$ cat src/design/mdv_pkg.sv
// ----------------------------------------------------------------------------
// mdv_pkg : shared constants for the modulated delay vibrato
// Register codes, unity values of the fixed-point formats, queue depth.
// ----------------------------------------------------------------------------
`default_nettype none

package mdv_pkg;

    // default length of the delay store
    localparam int DELAY_DEPTH_DEF = 1024;

    // depth of the queues between front, back and result side
    localparam int QUEUE_DEPTH = 4;

    // configuration register codes
    localparam logic CFG_MIX_DEPTH       = 1'b0;
    localparam logic CFG_SWEEP_INTENSITY = 1'b1;

    // unity in Q1.15 and Q1.16
    localparam logic [15:0] WET_ONE   = 16'd32768;
    localparam logic [16:0] INTEN_ONE = 17'd65536;

    // one slew step of the sweep multiplier (one in 16 fraction bits)
    localparam int SLEW_STEP = 65536;

    // sweep multiplier at full intensity: (depth - 2) / 2 with 16 fraction bits
    function automatic longint sweep_full(input int depth);
        return (longint'(depth) - 64'sd2) * 64'sd32768;
    endfunction

endpackage

`default_nettype wire

$ cat src/design/mdv_front.sv
// ----------------------------------------------------------------------------
// mdv_front : intake, sweep slew and delay computation
// Accepts samples, slews the sweep multiplier on block start and turns the
// modulation value into an integer delay for the back end.
// ----------------------------------------------------------------------------
`default_nettype none

module mdv_front #(
    parameter int DELAY_DEPTH = mdv_pkg::DELAY_DEPTH_DEF
) (
    input  wire logic                           i_clk,
    input  wire logic                           i_rst_n,
    input  wire logic                           i_push,
    output logic                                o_full,
    input  wire logic signed [15:0]             i_dry_sample,
    input  wire logic signed [15:0]             i_mod_value,
    input  wire logic                           i_block_start,
    input  wire logic [$clog2(DELAY_DEPTH)+14:0] i_target,
    output logic                                o_push,
    output logic signed [15:0]                  o_dry,
    output logic [$clog2(DELAY_DEPTH)-1:0]      o_delay,
    input  wire logic                           i_drain
);

    localparam int AW  = $clog2(DELAY_DEPTH);
    localparam int CW  = AW + 15;
    localparam int QCW = $clog2(mdv_pkg::QUEUE_DEPTH + 1);
    localparam logic [CW-1:0] CUR_RST = CW'(mdv_pkg::sweep_full(DELAY_DEPTH));

    logic                 accept;
    logic [QCW-1:0]       r_cnt, n_cnt;
    logic [CW-1:0]        r_cur, n_cur;
    logic [CW:0]          cur_x, tgt_x, step_x;
    logic                 r_a_valid;
    logic signed [15:0]   r_a_dry;
    logic [15:0]          r_a_moff;
    logic                 r_b_valid;
    logic signed [15:0]   r_b_dry;
    logic [AW-1:0]        r_b_delay;
    logic [CW+15:0]       prod;

    // credit covers both stages and the queue behind them
    assign o_full = (r_cnt == QCW'(mdv_pkg::QUEUE_DEPTH));
    assign accept = i_push && !o_full;
    assign n_cnt  = r_cnt + QCW'(accept) - QCW'(i_drain);

    // slew one step toward the target; a step down that lands below it is undone
    assign cur_x  = {1'b0, r_cur};
    assign tgt_x  = {1'b0, i_target};
    assign step_x = (CW + 1)'(mdv_pkg::SLEW_STEP);

    always_comb begin
        n_cur = r_cur;
        if (accept && i_block_start) begin
            if (cur_x > tgt_x) begin
                if (cur_x >= tgt_x + step_x) begin
                    n_cur = CW'(cur_x - step_x);
                end
            end else if (cur_x < tgt_x) begin
                n_cur = CW'(cur_x + step_x);
            end
        end
    end

    // r_cur holds this item's multiplier while it sits in stage A
    assign prod = (CW + 16)'(r_cur) * (CW + 16)'(r_a_moff);

    always_ff @(posedge i_clk) begin
        if (!i_rst_n) begin
            r_cnt     <= '0;
            r_cur     <= CUR_RST;
            r_a_valid <= 1'b0;
            r_b_valid <= 1'b0;
        end else begin
            r_cnt     <= n_cnt;
            r_cur     <= n_cur;
            r_a_valid <= accept;
            r_b_valid <= r_a_valid;
        end
    end

    always_ff @(posedge i_clk) begin
        if (accept) begin
            r_a_dry  <= i_dry_sample;
            r_a_moff <= {~i_mod_value[15], i_mod_value[14:0]};
        end
        if (r_a_valid) begin
            r_b_dry   <= r_a_dry;
            r_b_delay <= prod[CW+15:31];
        end
    end

    assign o_push  = r_b_valid;
    assign o_dry   = r_b_dry;
    assign o_delay = r_b_delay;

endmodule

`default_nettype wire

$ cat config.mk
export PLATFORM = sky130hd
export DESIGN_NAME = mdv_front
export DESIGN_NICKNAME = d
export VERILOG_FILES = /design/src/design/mdv_pkg.sv /design/src/design/mdv_front.sv
export SDC_FILE = /design/constraint.sdc
export NUM_CORES = 1
export LEC_CHECK = 0
export ABC_AREA = 1
export BUFFER_PORTS_ARGS = -buffer_cell sky130_fd_sc_hd__buf_2
export CAP_MARGIN = 10
export CORE_UTILIZATION = 35
export CTS_CLUSTER_SIZE = 16
export DETAILED_ROUTE_END_ITERATION = 10
export SKIP_LAST_GASP = 1
export SYNTH_ARGS = -nofsm -noshare
export SYNTH_HDL_FRONTEND = slang
export SYNTH_SLANG_ARGS = --single-unit
$ cat constraint.sdc
create_clock -name i_clk -period 13.4 [get_ports i_clk]
set_input_delay 2.68 -clock i_clk [delete_from_list [all_inputs] [get_ports i_clk]]
set_output_delay 2.68 -clock i_clk [all_outputs]
set_load 0.05 [all_outputs]
==> results.yml <==
status:
  status: "complete, no violations"
drt:
  drt_wl_total_mm: 19.2
  drtAntennaViolNets: 0
  drtPass1Iterations: 5
  drt_iter0_drc: 312
  vias: 6599
  drc: 0
  avgRoutedWirePerCell_um: 13.2
  avgViaCountPerCell: 4.54
clocking:
  clockBufferDepth: 2
  cts_tree: "done"
  htree_levels: 3
  clk_pin_slew_ns: 0.08
  clock_sinks: 72
  numCtsBuffers: 9
  hold_buffers: 0
  cts_resized: 0
  postCtsSetupRepairBufs: 0
  clock_latency_ns: 0.36
  root_buffer: "clkbuf_16"
critical_path:
  crit_path_frequent_cell: "fa_1"
  critPathTopFamily: "adder cells"
  critPathLaunchType: "flop"
  path_class: "reg2reg"
  critical_path.slowest_cell: "dfxtp_1"
  cp_cell_sequence: "nand2_1, fa_1, fa_1, inv_1, fa_1, fa_1, fa_1, ha_1, ha_1, nand2_1, nor2_1, nand4_1, nor4_1, o211ai_1, nand3_1, nand2_1"
  path_max_fanout: 20
  slowest_delay_ns: 0.95
  critPathBufInv: 1
  worstPathRequired_ns: 13.51
  cp-end-kind: "flop"
  cp.arrival_ns: 5.92
timing:
  setup_viol: 0
  worst_slack_ns: 7.58
  hold_viol_final: 0
  fin_crit_sh_pct: 43.4
  slew_headroom_pct: 36.1
  finClkSkew_ns: 0.0217
  tns_ns: 0
  rsz0062_at_grt: "false"
  period_needed_ns: 5.82
  worst_slew_pin_slew_ns: 0.958
  fmax_mhz: 172
  slew_viol_final: 0
synthesis:
  synth_flop_cell: "edfxtp_1"
  netlist_area_um2: 8790
  synth.yosys.warnings: 0
  ys_seq_area_share_pct: 23.0
  synth_cell_type_count: 38
  syn_nets: 1340
  synth-async-reset-ratio_pct: 0
  ys_ff_latch: 72
  avgSynthCellArea_um2: 8.30
  synth_edf_count: 58
  synth_cells: 1059
global_routing:
  grt_pass1_wl_mm: 33.0
  grt_overflow: 0
  grt_max_degree: 28
  grt_pass1_vias: 6781
  antenna_found_initial: 0
  track_usage_pct: 16.1
floorplanning:
  die_h_um: 160
  num_io_pins: 90
  num_rows: 57
  fp.dieW_um: 160
  coreArea_um2: 24500
  dieArea_um2: 25700
  start_util_pct: 35.9
final_layout:
  antenna_cells: 0
  drive_gt1_share_pct: 10.3
  fin_nets: 1407
  area_growth_syn_to_layout_pct: 11.4
  finalCoreUtilization_pct: 40.0
run:
  max_cap_violations: 0
placement:
  gp_congestion: 0.841
  post-place-ws_ns: 7.60
  hpwlAfterDp_mm: 15.1
  io_buffer_count: 89
worst_hold_path:
  min_path_type: "reg2reg"
[worst paths after layout]
| kind | startpoint | endpoint | slack (ns) | cells past startpoint |
|---|---|---|---|---|
| max | r_cur[17] | o_delay[7] | 7.58 | 16 |
| min | r_a_dry[3] | o_dry[3] | 0.40 | 0 |
| max reg2reg | r_cur[17] | o_delay[7] | 7.58 | 16 |
| min reg2reg | r_a_dry[3] | o_dry[3] | 0.40 | 0 |
[cell usage in the layout (no fill, tap or decap), types with 7 or more instances in the layout]
cell type,Yosys,final
a21o_1,7,7
a21oi_1,27,27
buf_2,10,89
clkbuf_16,0,9
dfxtp_1,14,14
edfxtp_1,58,58
fa_1,97,97
ha_1,122,122
inv_1,279,279
nand2_1,253,253
nand3_1,40,40
nand4_1,8,8
nor2_1,42,42
nor3_1,10,10
o21ai_0,14,14
xor2_1,16,16
[stage by stage]
stage               std cells  instance area, µm²  hold WS (ns)
floorplan                1059                8790         0.400
global placement         1439                9500         0.400
detailed placement       1439                9500         0.405
CTS                      1455                9790         0.405
global route             1455                9790         0.411
finish                   1455                9790         0.404
[Yosys cell counts (2+ instances only)]
cell type	number	area, µm²
a21o_1	7	52.6
xnor2_1	6	52.6
buf_4	2	15.0
nand3b_1	3	22.5
xor2_1	16	140
nor2_1	42	158
edfxtp_1	58	1740
o21ai_0	14	70.1
clkbuf_1	23	86.3
o211ai_1	2	15.0
a31oi_1	6	37.5
ha_1	122	1530
and2_1	2	12.5
inv_1	279	1050
a21oi_1	27	135
nor4_1	2	12.5
buf_2	10	50.1
dfxtp_1	14	280
nand2_2	2	12.5
nand4_1	8	50.1
nand2_1	253	950
nor3_1	10	50.1
nand3_1	40	200
fa_1	97	1940
[final cells by class]
class	instances	area, µm²
Multi-Input combinational cell	671	5550
Sequential cell	72	2020
Clock buffer	9	225
Fill cell	2465	14700
Inverter	279	1050
Tap cell	324	405
Timing Repair Buffer	93	475
Clock inverter	7	62.6
[metal layers]
layer	share of wire, %	wire, µm	up-vias	track usage, %
li1	-	-	3341	-
met1	46	8880	3107	21.2
met2	47	9050	138	27.1
met3	5.2	998	13	2.92
met4	1.4	268	0	4.20
met5	0	0	-	0
[flip-flops by register name, indices dropped and copies added (netlist names)]
register and count:
o_push 1, r_a_dry 16, r_cur 9, r_a_moff 16, o_delay 10, r_a_valid 1, o_dry 16, r_cnt 3
[cells by family (layout without fill, tap and decap cells)]
| group | after synthesis | in the layout | share of synthesized area (%) |
|---|---|---|---|
| fa+ha+maj | 219 | 219 | 39.5 |
| buf+inv | 316 | 388 | 13.8 |
| flops | 72 | 72 | 23.0 |
| xor+xnor | 22 | 22 | 2.19 |
| compound gates | 61 | 61 | 3.97 |
| simple gates | 369 | 369 | 17.5 |
Power is left out: the tool's default activity adds up to more than one toggle a clock period on the data nets, which glitch-free logic cannot reach.
