===== src/design/mdv_pkg.sv =====
// ----------------------------------------------------------------------------
// mdv_pkg : shared constants for the modulated delay vibrato
// Register codes, unity values of the fixed-point formats, queue depth.
// ----------------------------------------------------------------------------
`default_nettype none

package mdv_pkg;

    // default length of the delay store
    localparam int DELAY_DEPTH_DEF = 1024;

    // depth of the queues between front, back and result side
    localparam int QUEUE_DEPTH = 4;

    // configuration register codes
    localparam logic CFG_MIX_DEPTH       = 1'b0;
    localparam logic CFG_SWEEP_INTENSITY = 1'b1;

    // unity in Q1.15 and Q1.16
    localparam logic [15:0] WET_ONE   = 16'd32768;
    localparam logic [16:0] INTEN_ONE = 17'd65536;

    // one slew step of the sweep multiplier (one in 16 fraction bits)
    localparam int SLEW_STEP = 65536;

    // sweep multiplier at full intensity: (depth - 2) / 2 with 16 fraction bits
    function automatic longint sweep_full(input int depth);
        return (longint'(depth) - 64'sd2) * 64'sd32768;
    endfunction

endpackage

`default_nettype wire


===== src/design/mdv_fifo.sv =====
// ----------------------------------------------------------------------------
// mdv_fifo : small first-in first-out queue
// Register-based queue with full and empty flags.
// ----------------------------------------------------------------------------
`default_nettype none

module mdv_fifo #(
    parameter int WIDTH = 16,
    parameter int DEPTH = mdv_pkg::QUEUE_DEPTH
) (
    input  wire logic             i_clk,
    input  wire logic             i_rst_n,
    input  wire logic             i_push,
    input  wire logic [WIDTH-1:0] i_data,
    output logic                  o_full,
    input  wire logic             i_pop,
    output logic [WIDTH-1:0]      o_data,
    output logic                  o_empty
);

    localparam int PW = (DEPTH > 1) ? $clog2(DEPTH) : 1;
    localparam int CW = $clog2(DEPTH + 1);

    logic [WIDTH-1:0] r_mem [DEPTH];
    logic [PW-1:0]    r_wptr, n_wptr;
    logic [PW-1:0]    r_rptr, n_rptr;
    logic [CW-1:0]    r_cnt, n_cnt;
    logic             wr_en, rd_en;

    assign o_full  = (r_cnt == CW'(DEPTH));
    assign o_empty = (r_cnt == '0);
    assign o_data  = r_mem[r_rptr];

    assign wr_en = i_push && !o_full;
    assign rd_en = i_pop && !o_empty;

    always_comb begin
        n_wptr = r_wptr;
        n_rptr = r_rptr;
        if (wr_en) begin
            n_wptr = (r_wptr == PW'(DEPTH - 1)) ? '0 : r_wptr + PW'(1);
        end
        if (rd_en) begin
            n_rptr = (r_rptr == PW'(DEPTH - 1)) ? '0 : r_rptr + PW'(1);
        end
        n_cnt = r_cnt + CW'(wr_en) - CW'(rd_en);
    end

    always_ff @(posedge i_clk) begin
        if (!i_rst_n) begin
            r_wptr <= '0;
            r_rptr <= '0;
            r_cnt  <= '0;
        end else begin
            r_wptr <= n_wptr;
            r_rptr <= n_rptr;
            r_cnt  <= n_cnt;
        end
    end

    always_ff @(posedge i_clk) begin
        if (wr_en) begin
            r_mem[r_wptr] <= i_data;
        end
    end

endmodule

`default_nettype wire


===== config.mk =====
export PLATFORM = sky130hd
export DESIGN_NAME = mdv_fifo
export DESIGN_NICKNAME = d
export VERILOG_FILES = /design/src/design/mdv_pkg.sv /design/src/design/mdv_fifo.sv
export SDC_FILE = /design/constraint.sdc
export NUM_CORES = 1
export LEC_CHECK = 0
export ABC_AREA = 1
export BUFFER_PORTS_ARGS = -buffer_cell sky130_fd_sc_hd__buf_4
export CAP_MARGIN = 20
export CORE_UTILIZATION = 54
export DETAILED_ROUTE_END_ITERATION = 12
export GPL_TIMING_DRIVEN = 0
export PLACE_DENSITY_LB_ADDON = 0.25
export RECOVER_POWER = 50
export SLEW_MARGIN = 15
export SYNTH_ARGS = -nofsm -noshare
export SYNTH_HDL_FRONTEND = slang
export SYNTH_SLANG_ARGS = --single-unit

===== constraint.sdc =====
create_clock -name i_clk -period 2.5 [get_ports i_clk]
set_input_delay 0.25 -clock i_clk [delete_from_list [all_inputs] [get_ports i_clk]]
set_output_delay 0.25 -clock i_clk [all_outputs]
set_load 0.02 [all_outputs]

==> results of run 1 <==
==> state kept, by name, summed over array words and instances, names as in the netlist, named ones only <==
| register | flops |
|---|---|
| r_mem | 64 |
| r_cnt | 3 |
| r_rptr | 2 |
| r_wptr | 2 |
==> layer usage <==
metal | part of all wire [%] | up-vias | track usage, %
met5 | 0 | - | 0
li1 | - | 882 | -
met2 | 49 | 52 | 34.2
met3 | 6.3 | 10 | 3.97
met1 | 43 | 849 | 28.3
met4 | 1.6 | 0 | 8.85
==> Yosys cell counts <==
library cell | n | area share, %
sky130_fd_sc_hd__edfxtp_1 | 64 | 66
sky130_fd_sc_hd__nor2_1 | 46 | 5.9
sky130_fd_sc_hd__o21ai_1 | 26 | 4.5
sky130_fd_sc_hd__inv_1 | 13 | 1.7
sky130_fd_sc_hd__o22ai_1 | 12 | 2.6
sky130_fd_sc_hd__nand2_1 | 10 | 1.3
sky130_fd_sc_hd__dfxtp_1 | 9 | 6.2
sky130_fd_sc_hd__ha_1 | 7 | 3.0
sky130_fd_sc_hd__buf_6 | 4 | 1.5
sky130_fd_sc_hd__inv_2 | 4 | 0.51
sky130_fd_sc_hd__o21ai_0 | 4 | 0.69
sky130_fd_sc_hd__o22ai_2 | 4 | 1.7
sky130_fd_sc_hd__buf_4 | 3 | 0.77
sky130_fd_sc_hd__a21oi_1 | 2 | 0.34
sky130_fd_sc_hd__nand2_2 | 2 | 0.43
sky130_fd_sc_hd__o21ai_2 | 2 | 0.60
sky130_fd_sc_hd__buf_2 | 1 | 0.17
sky130_fd_sc_hd__fa_1 | 1 | 0.69
sky130_fd_sc_hd__nand2_4 | 1 | 0.39
sky130_fd_sc_hd__nand3_1 | 1 | 0.17
sky130_fd_sc_hd__nand3b_1 | 1 | 0.26
sky130_fd_sc_hd__nor2_2 | 1 | 0.21
sky130_fd_sc_hd__or2_1 | 1 | 0.21
sky130_fd_sc_hd__xnor2_1 | 1 | 0.30
==> placed cells by master (no fill, tap or decap), types with 5 or more instances in the layout <==
cell type / count
sky130_fd_sc_hd__buf_6: 5
sky130_fd_sc_hd__ha_1: 7
sky130_fd_sc_hd__inv_1: 13
sky130_fd_sc_hd__buf_4: 24
sky130_fd_sc_hd__nor2_1: 45
sky130_fd_sc_hd__nand2_1: 12
sky130_fd_sc_hd__clkbuf_1: 19
sky130_fd_sc_hd__dfxtp_1: 9
sky130_fd_sc_hd__o22ai_1: 12
sky130_fd_sc_hd__o21ai_1: 26
sky130_fd_sc_hd__edfxtp_1: 64
sky130_fd_sc_hd__clkbuf_8: 9
==> power breakdown <==
part | internal, uW | total (uW) | switching (uW) | leakage [uW]
clock | 353 | 751 | 398 | 0.0000754
sequential | 1510 | 1590 | 82.3 | 0.000661
combinational | 536 | 1350 | 817 | 0.000536
==> cell families (layout without fill, tap and decap cells) <==
| logic type | Yosys count | in the layout | synth area share, % |
|---|---|---|---|
| DFF | 73 | 73 | 72.1 |
| xor gates and xnor gates | 1 | 1 | 0.300 |
| and+or+nand+nor | 63 | 63 | 8.88 |
| adders and majority gates | 8 | 8 | 3.69 |
| AOI/OAI and AO/OA | 50 | 50 | 10.4 |
| buffers and inverters | 25 | 81 | 4.68 |
==> worst register-to-register path: cells and delay by family, from the launching register on <==
family	cells	cell delay, ns
adder cells (fa/ha/maj)	3	0.93
AND/OR/NAND/NOR	5	0.52
buffers and inverters	1	0.04
flip-flops	1	0.37
==> path summary, 6_finish.rpt <==
check                                start           end  slack, ns  cells after the start
worst max-delay path              r_cnt[1]      r_cnt[2]       0.55                      9
worst min-delay path            i_data[15]  r_mem[3][15]       0.17                      1
worst max register to register    r_cnt[1]      r_cnt[2]       0.55                      9
worst min register to register   r_rptr[1]     r_rptr[1]       0.55                      2
==> final cells by class <==
type	instances	area, um^2	share of cell area [%]
repair buffers	40	259	7.59
well taps	70	87.6	2.57
multi-input cells	122	671	19.7
plain buffers	8	72.6	2.13
inverters	17	63.8	1.87
clock inverters	4	20.0	0.587
flip-flops and latches	73	2100	61.6
clock buffers	12	135	3.96
==> through the flow <==
step | std cells | total power, uW | hold slack (ns) | area [um^2]
final | 346 | 3690 | 0.167 | 3410
after global placement | 327 | 2950 | 0.451 | 3280
after CTS | 346 | 3750 | 0.103 | 3490
after floorplan | 220 | 2490 | 0.343 | 2920
after detailed placement | 330 | 3020 | 0.455 | 3330
after global routing | 346 | 3920 | 0.174 | 3410
==> results.py, run 1 <==
metrics = {
    "grt": {
        "initial_antenna_violation_count": 0,
        "grt_pass1_vias": 1728,
        "gr-total-overflow": 0,
        "pin_count_of_the_biggest_net_entering_global_routing": 17,
        "globalRouteTotalUtil_pct": 21.1,
        "global_route_wire_length_before_repair_um": 8380,
    },
    "cts": {
        "cts_tree": "built",
        "clkSlewWorstSetupHoldPaths_ns": 0.08,
        "ctsHoldBuffers": 0,
        "clockRootBuffer": "sky130_fd_sc_hd__clkbuf_8",
        "clock_path_buffers": 2,
        "tritoncts_num_sinks": 73,
        "cts_setup_buffers": 0,
        "worst_skew_pair.late_latency_ns": 0.34,
        "post_cts_resized": 0,
        "htree_levels": 3,
        "number_of_buffers_created_by_cts": 9,
    },
    "hold_path": {
        "hold_path_class": "in -> reg",
    },
    "logic_synthesis": {
        "ys_types": 24,
        "post_synth.cell_area_avg_um2": 13.3,
        "synth.net_count": 248,
        "yosysWarnings": 0,
        "postSynthCellCount": 220,
        "postSynthRegisterBits": 73,
        "netlist_area_mm2": 0.00292,
        "synth_sequential_area_ratio_pct": 72.1,
    },
    "worst_setup_path": {
        "timing.critical_path.buf_inv": 1,
        "path_delay_family": "adder cells",
        "worstPathCellList": "nor2_1, nand2_2, nand2_1, ha_1, inv_1, ha_1, fa_1, nor2_1, nor2_1",
        "longest_individual_stage_delay_on_the_worst_path_ns": 0.39,
        "critical_path.endpoint_type": "register",
        "critPathMaxFanout": 9,
        "crit_top_cell": "sky130_fd_sc_hd__nor2_1",
        "crit_type": "reg -> reg",
        "timing.critical_path.from_type": "register",
        "worst_ep_required_time_ns": 2.72,
        "crit_arrival_ns": 2.18,
        "critPathSlowestCell": "sky130_fd_sc_hd__fa_1",
    },
    "layout": {
        "layout_cells_sized_above_1_pct": 20.3,
        "num-nets-final": 299,
        "area_growth_syn_to_layout_pct": 16.9,
        "postLayoutCoreUtil_pct": 66.4,
        "antennaDiodeCount": 0,
        "final.fill_count": 432,
    },
    "sta": {
        "final_max_slew_viol_count": 0,
        "clock-skew-final_ns": 0.0140,
        "slew_headroom_pct": 41.5,
        "tns_setup_ns": 0,
        "worst-slew-pin-transition_ns": 0.876,
        "post-route-min-period_ns": 1.95,
        "rsz0062_at_grt": "false",
        "hold_viol_final": 0,
        "max_freq_mhz": 512,
        "timing.final.ws_setup_ns": 0.547,
        "final.period_utilization_pct": 78.1,
        "final_setup_violations": 0,
    },
    "floorplan": {
        "die-area_mm2": 0.00570,
        "number_of_placed_i_o_pins": 38,
        "die_width_um": 75.5,
        "placement_rows": 26,
        "core_area_mm2": 0.00514,
        "initial_utilization_pct": 56.7,
        "die_h_um": 75.5,
    },
    "pwr": {
        "peakVddDrop_mv": 0.586,
        "p_leak_uw": 0.00127,
        "pwr_density_cell_mw_per_mm2": 1080,
    },
    "routing": {
        "vias": 1793,
        "wl_per_cell_um": 15.4,
        "vias_per_cell": 5.18,
        "dr_pass1_iterations": 4,
        "drcViolationCount": 0,
        "final_routed_wirelength_across_all_metal_layers_um": 5340,
        "antenna_left": 0,
        "drt_iter0_drc": 153,
    },
    "outcome": {
        "run_status": "finished, final reports clean",
    },
    "flow_run": {
        "max_cap_violations": 0,
    },
    "placement": {
        "dp.final_hpwl_um": 3590,
        "gp_congestion": 0.770,
        "place.port_buffers": 37,
        "post-place-ws_ns": 0.640,
    },
}
No activity file was read; power rests on OpenSTA's default activity.
==> run 2: changes to the inputs <==
clock period = 1.9 ns   (was 2.5 ns; I/O delays follow)
==> results.py, run 2 (synthesized netlist as in run 1, its figures left out) <==
metrics = {
    "outcome": {
        "run_status": "finished, final reports clean",
    },
    "routing": {
        "final_routed_wirelength_across_all_metal_layers_um": 5360,
        "dr_pass1_iterations": 4,
        "antenna_left": 0,
        "top_layer_used": "met4",
        "drt_iter0_drc": 128,
        "wl_per_cell_um": 15.4,
        "met2_wirelength_um": 2680,
        "met1_length_um": 2310,
        "vias": 1799,
        "wl_met3_um": 280,
        "vias_per_cell": 5.18,
        "drcViolationCount": 0,
    },
    "placement": {
        "gp_congestion": 0.770,
        "place.port_buffers": 37,
        "placed_cells": 330,
        "dp.final_hpwl_um": 3590,
    },
    "pwr": {
        "seq_power_share_pct": 43.0,
        "p_leak_uw": 0.00127,
        "total_switching_power_uw": 1720,
        "peakVddDrop_mv": 0.772,
        "total_power_uw": 4880,
        "netSwitchingFraction_pct": 35.3,
        "intPower_uw": 3160,
        "clkPwrFrac_pct": 20.2,
        "comb_power_share_pct": 36.9,
        "pwr_density_cell_mw_per_mm2": 1430,
    },
    "sta": {
        "final_setup_violations": 0,
        "rsz0062_at_grt": "false",
        "max_freq_mhz": 560,
        "worst-slew-pin-transition_ns": 0.886,
        "final_max_slew_viol_count": 0,
        "post-route-min-period_ns": 1.78,
        "slew_headroom_pct": 40.9,
        "final.period_utilization_pct": 93.9,
        "fin_hold_ws_ns": 0.108,
        "hold_viol_final": 0,
        "tns_setup_ns": 0,
        "clock-skew-final_ns": 0.0145,
    },
    "cts": {
        "clock_path_buffers": 2,
        "worst_skew_pair.late_latency_ns": 0.34,
        "tritoncts_num_sinks": 73,
        "number_of_buffers_created_by_cts": 9,
        "htree_levels": 3,
        "clkSlewWorstSetupHoldPaths_ns": 0.06,
        "cts_tree": "built",
        "ctsHoldBuffers": 0,
        "clockRootBuffer": "sky130_fd_sc_hd__clkbuf_8",
    },
    "worst_setup_path": {
        "critical_path.endpoint_type": "register",
        "crit_arrival_ns": 2.01,
        "timing.critical_path.from_type": "register",
        "worst_ep_required_time_ns": 2.12,
        "crit_type": "reg -> reg",
        "critPathMaxFanout": 2,
    },
    "layout": {
        "leading_cell_types_in_the_layout_fill_and_taps_excluded": "64 x sky130_fd_sc_hd__edfxtp_1, 44 x sky130_fd_sc_hd__nor2_1, 26 x sky130_fd_sc_hd__o21ai_1",
        "antennaDiodeCount": 0,
        "layout.cells.non_filler": 347,
        "area_growth_syn_to_layout_pct": 17.4,
        "layout_cells_sized_above_1_pct": 20.9,
        "flip_flop_count_of_the_largest_register_after_layout": 64,
        "biggestRegsByFlops": "r_mem x64, r_cnt x3",
        "regMostFlops": "r_mem",
        "num-nets-final": 300,
        "mostFrequentLayoutCell": "sky130_fd_sc_hd__edfxtp_1",
    },
    "floorplan": {
        "placement_rows": 26,
        "die_h_um": 75.5,
        "die_width_um": 75.5,
        "die-area_mm2": 0.00570,
        "core_area_mm2": 0.00514,
        "number_of_placed_i_o_pins": 38,
        "initial_utilization_pct": 56.7,
    },
    "grt": {
        "initial_antenna_violation_count": 0,
        "grt_pass1_vias": 1728,
        "globalRouteTotalUtil_pct": 21.1,
        "gr-total-overflow": 0,
        "pin_count_of_the_biggest_net_entering_global_routing": 17,
        "global_route_wire_length_before_repair_um": 8380,
    },
    "hold_path": {
        "hold_path_class": "in -> reg",
    },
    "flow_run": {
        "max_cap_violations": 0,
    },
}
run 2: cell types whose count changed in the layout (fill, tap and decap cells not counted):
cell,previous run,this run
sky130_fd_sc_hd__clkbuf_1,19,21
sky130_fd_sc_hd__nand2_1,12,10
sky130_fd_sc_hd__buf_4,24,23
sky130_fd_sc_hd__clkinv_1,2,3
sky130_fd_sc_hd__dfxtp_1,9,8
sky130_fd_sc_hd__dfxtp_2,0,1
sky130_fd_sc_hd__inv_2,4,3
sky130_fd_sc_hd__nand2_2,1,2
sky130_fd_sc_hd__nand2_4,0,1
sky130_fd_sc_hd__nor2_1,45,44
sky130_fd_sc_hd__nor2_2,2,3
run 2: what timing repair did:
item                       CTS  global route
setup buffers                0             1
setup endpoints to repair    0             2
gates resized for setup      0             1
run 2: metal layers:
metal  vias to the layer above  global-route usage (%)
met2                        46                    34.2
li1                        883                       -
met3                        10                    3.97
met1                       860                    28.3
met4                         0                    8.85
met5                         -                       0
run 2: path summary, 6_finish.rpt:
kind	depth (start not counted)	from	slack, ns	end
setup / recovery	10	r_cnt[0]	0.12	r_cnt[2]
hold / removal	3	i_rst_n	0.11	r_cnt[1]
setup reg to reg	10	r_cnt[0]	0.12	r_cnt[2]
hold reg to reg	2	r_rptr[1]	0.56	r_rptr[1]
run 2: area by class of cell:
cell class / instances / area, um^2
multi-input cells: 122 / 683
repair buffers: 41 / 259
clock buffers: 12 / 135
flip-flops and latches: 73 / 2100
inverters: 17 / 63.8
well taps: 70 / 87.6
fillers: 431 / 1720
clock inverters: 4 / 20.0
plain buffers: 8 / 72.6
run 2: worst max-delay path, cell delays in order, from the launching register on:
cell and delay (ns):
sky130_fd_sc_hd__dfxtp_1 0.32, sky130_fd_sc_hd__nor2_2 0.16, sky130_fd_sc_hd__nand2_2 0.08, sky130_fd_sc_hd__inv_2 0.05, sky130_fd_sc_hd__nor2_1 0.04, sky130_fd_sc_hd__ha_1 0.26
sky130_fd_sc_hd__inv_1 0.04, sky130_fd_sc_hd__ha_1 0.18, sky130_fd_sc_hd__fa_1 0.39, sky130_fd_sc_hd__nor2_1 0.12, sky130_fd_sc_hd__nor2_1 0.05
run 2: per-stage QoR:
stage	area, um^2	utilization [%]	setup WS [ns]
after CTS	3490	67.9	0.0237
final	3420	66.6	0.115
after floorplan	2920	-	0.0922
after global routing	3420	66.6	0.0272
after global placement	3280	63.9	-0.300
after detailed placement	3330	64.8	0.0402
run 2: power by group through the flow:
stage | sequential, uW | combinational, uW | clock, uW
2_1_floorplan | 2100 | 1180 | 0
3_3_place_gp | 2130 | 1760 | 0
3_5_place_dp | 2130 | 1840 | 0
4_1_cts | 2100 | 1850 | 995
5_1_grt | 2120 | 1990 | 1080
6_report | 2100 | 1800 | 985
==> run 3: changes to the inputs <==
PLACE_DENSITY = 0.75   (was not set)
PLACE_DENSITY_LB_ADDON = not set   (was 0.25)
==> results.py, run 3 (synthesized netlist as in run 1, its figures left out) <==
metrics = {
    "outcome": {
        "run_status": "finished, final reports clean",
    },
    "placement": {
        "place.port_buffers": 37,
        "gp_congestion": 0.728,
        "post-place-ws_ns": 0.0694,
        "dp.final_hpwl_um": 3430,
    },
    "cts": {
        "tritoncts_num_sinks": 73,
        "cts_tree": "built",
        "htree_levels": 3,
        "clkSlewWorstSetupHoldPaths_ns": 0.07,
        "clockRootBuffer": "sky130_fd_sc_hd__clkbuf_8",
        "ctsHoldBuffers": 0,
        "worst_skew_pair.late_latency_ns": 0.34,
        "number_of_buffers_created_by_cts": 9,
        "clock_path_buffers": 2,
    },
    "routing": {
        "antenna_left": 0,
        "drcViolationCount": 0,
        "dr_pass1_iterations": 4,
        "vias_per_cell": 5.21,
        "wl_per_cell_um": 16.0,
        "vias": 1802,
        "final_routed_wirelength_across_all_metal_layers_um": 5540,
        "drt_iter0_drc": 68,
    },
    "worst_setup_path": {
        "worstPathCellList": "nor2_2, nand2_2, inv_2, nor2_1, ha_1, inv_1, ha_1, fa_2, nand2_1, inv_1",
        "worst_ep_required_time_ns": 2.19,
        "longest_individual_stage_delay_on_the_worst_path_ns": 0.52,
        "critPathSlowestCell": "sky130_fd_sc_hd__fa_2",
        "crit_arrival_ns": 2.07,
        "timing.critical_path.from_type": "register",
        "crit_type": "reg -> reg",
        "critical_path.endpoint_type": "register",
        "critPathMaxFanout": 2,
    },
    "layout": {
        "antennaDiodeCount": 0,
        "layout_cells_sized_above_1_pct": 22.5,
        "mostFrequentLayoutCell": "sky130_fd_sc_hd__edfxtp_1",
        "area_growth_syn_to_layout_pct": 19.8,
        "flip_flop_count_of_the_largest_register_after_layout": 64,
        "regMostFlops": "r_mem",
        "biggestRegsByFlops": "r_mem x64, r_cnt x3",
        "leading_cell_types_in_the_layout_fill_and_taps_excluded": "64 x sky130_fd_sc_hd__edfxtp_1, 44 x sky130_fd_sc_hd__nor2_1, 26 x sky130_fd_sc_hd__o21ai_1",
        "num-nets-final": 299,
    },
    "pwr": {
        "peakVddDrop_mv": 0.878,
        "p_leak_uw": 0.00130,
        "total_power_uw": 5320,
        "pwr_density_cell_mw_per_mm2": 1520,
    },
    "sta": {
        "worst-slew-pin-transition_ns": 0.941,
        "hold_viol_final": 0,
        "final_setup_violations": 0,
        "rsz0062_at_grt": "false",
        "clock-skew-final_ns": 0.00411,
        "final.period_utilization_pct": 94.0,
        "max_freq_mhz": 560,
        "slew_headroom_pct": 37.2,
        "post-route-min-period_ns": 1.79,
        "final_max_slew_viol_count": 0,
        "timing.final.ws_setup_ns": 0.114,
    },
    "grt": {
        "gr-total-overflow": 0,
        "global_route_wire_length_before_repair_um": 8300,
        "pin_count_of_the_biggest_net_entering_global_routing": 17,
        "grt_pass1_vias": 1716,
        "globalRouteTotalUtil_pct": 21.5,
        "initial_antenna_violation_count": 0,
    },
    "hold_path": {
        "hold_path_class": "in -> reg",
    },
    "floorplan": {
        "die_width_um": 75.5,
        "placement_rows": 26,
        "initial_utilization_pct": 56.7,
        "number_of_placed_i_o_pins": 38,
        "die-area_mm2": 0.00570,
        "die_h_um": 75.5,
        "core_area_mm2": 0.00514,
    },
    "flow_run": {
        "max_cap_violations": 0,
    },
}
==> run 3: layout make-up <==
| type | count | area, um^2 |
|---|---|---|
| Tap cell | 70 | 87.6 |
| Sequential cell | 73 | 2100 |
| Inverter | 17 | 63.8 |
| Clock inverter | 6 | 106 |
| Clock buffer | 10 | 128 |
| Timing Repair Buffer | 40 | 248 |
| Fill cell | 421 | 1650 |
| Multi-Input combinational cell | 122 | 686 |
| Buffer | 8 | 72.6 |
==> run 3: power by group <==
part,switching (uW),total [uW],internal [uW],leakage (uW)
sequential,110,2100,1990,0.000661
clock,541,1410,865,0.000114
combinational,1110,1810,706,0.000529
total,1760,5320,3560,0.00130
==> run 3: worst paths after layout <==
| check | startpoint | endpoint | slack [ns] | depth (start not counted) |
|---|---|---|---|---|
| min reg2reg | r_rptr[1] | r_rptr[1] | 0.53 | 2 |
| min | i_rst_n | r_cnt[0] | 0.09 | 3 |
| max | r_cnt[0] | r_cnt[1] | 0.11 | 10 |
| max reg2reg | r_cnt[0] | r_cnt[1] | 0.11 | 10 |
==> run 3: timing repair <==
item	4_1_cts	5_1_grt
setup endpoints to repair	0	2
resized for setup	0	2
endpoints found under the hold margin	0	0
buffers inserted	0	1
==> run 3: through the flow <==
stage | instance area, um^2 | cells | utilization [%] | hold slack, ns | TNS, ns
floorplan | 2920 | 220 | - | 0.283 | 0
global placement | 3280 | 327 | 63.9 | 0.392 | -18.43
detailed placement | 3320 | 329 | 64.6 | 0.395 | 0
CTS | 3560 | 345 | 69.2 | 0.0285 | 0
global route | 3490 | 346 | 68.0 | 0.109 | 0
finish | 3490 | 346 | 68.0 | 0.0937 | 0
==> run 3: critical path, delay by kind of cell (launching register included) <==
| family | cells | cell delay, ns |
|---|---|---|
| buffers and inverters | 3 | 0.14 |
| DFF | 1 | 0.33 |
| adders and majority gates | 3 | 0.96 |
| and+or+nand+nor | 4 | 0.32 |
==> run 3: metal layers <==
| metal | GRT usage (%) | up-vias | routed length, um |
|---|---|---|---|
| li1 | - | 883 | - |
| met1 | 26.7 | 858 | 2470 |
| met2 | 35.7 | 52 | 2720 |
| met3 | 3.97 | 9 | 245 |
| met4 | 12.3 | 0 | 107 |
| met5 | 0 | - | 0 |
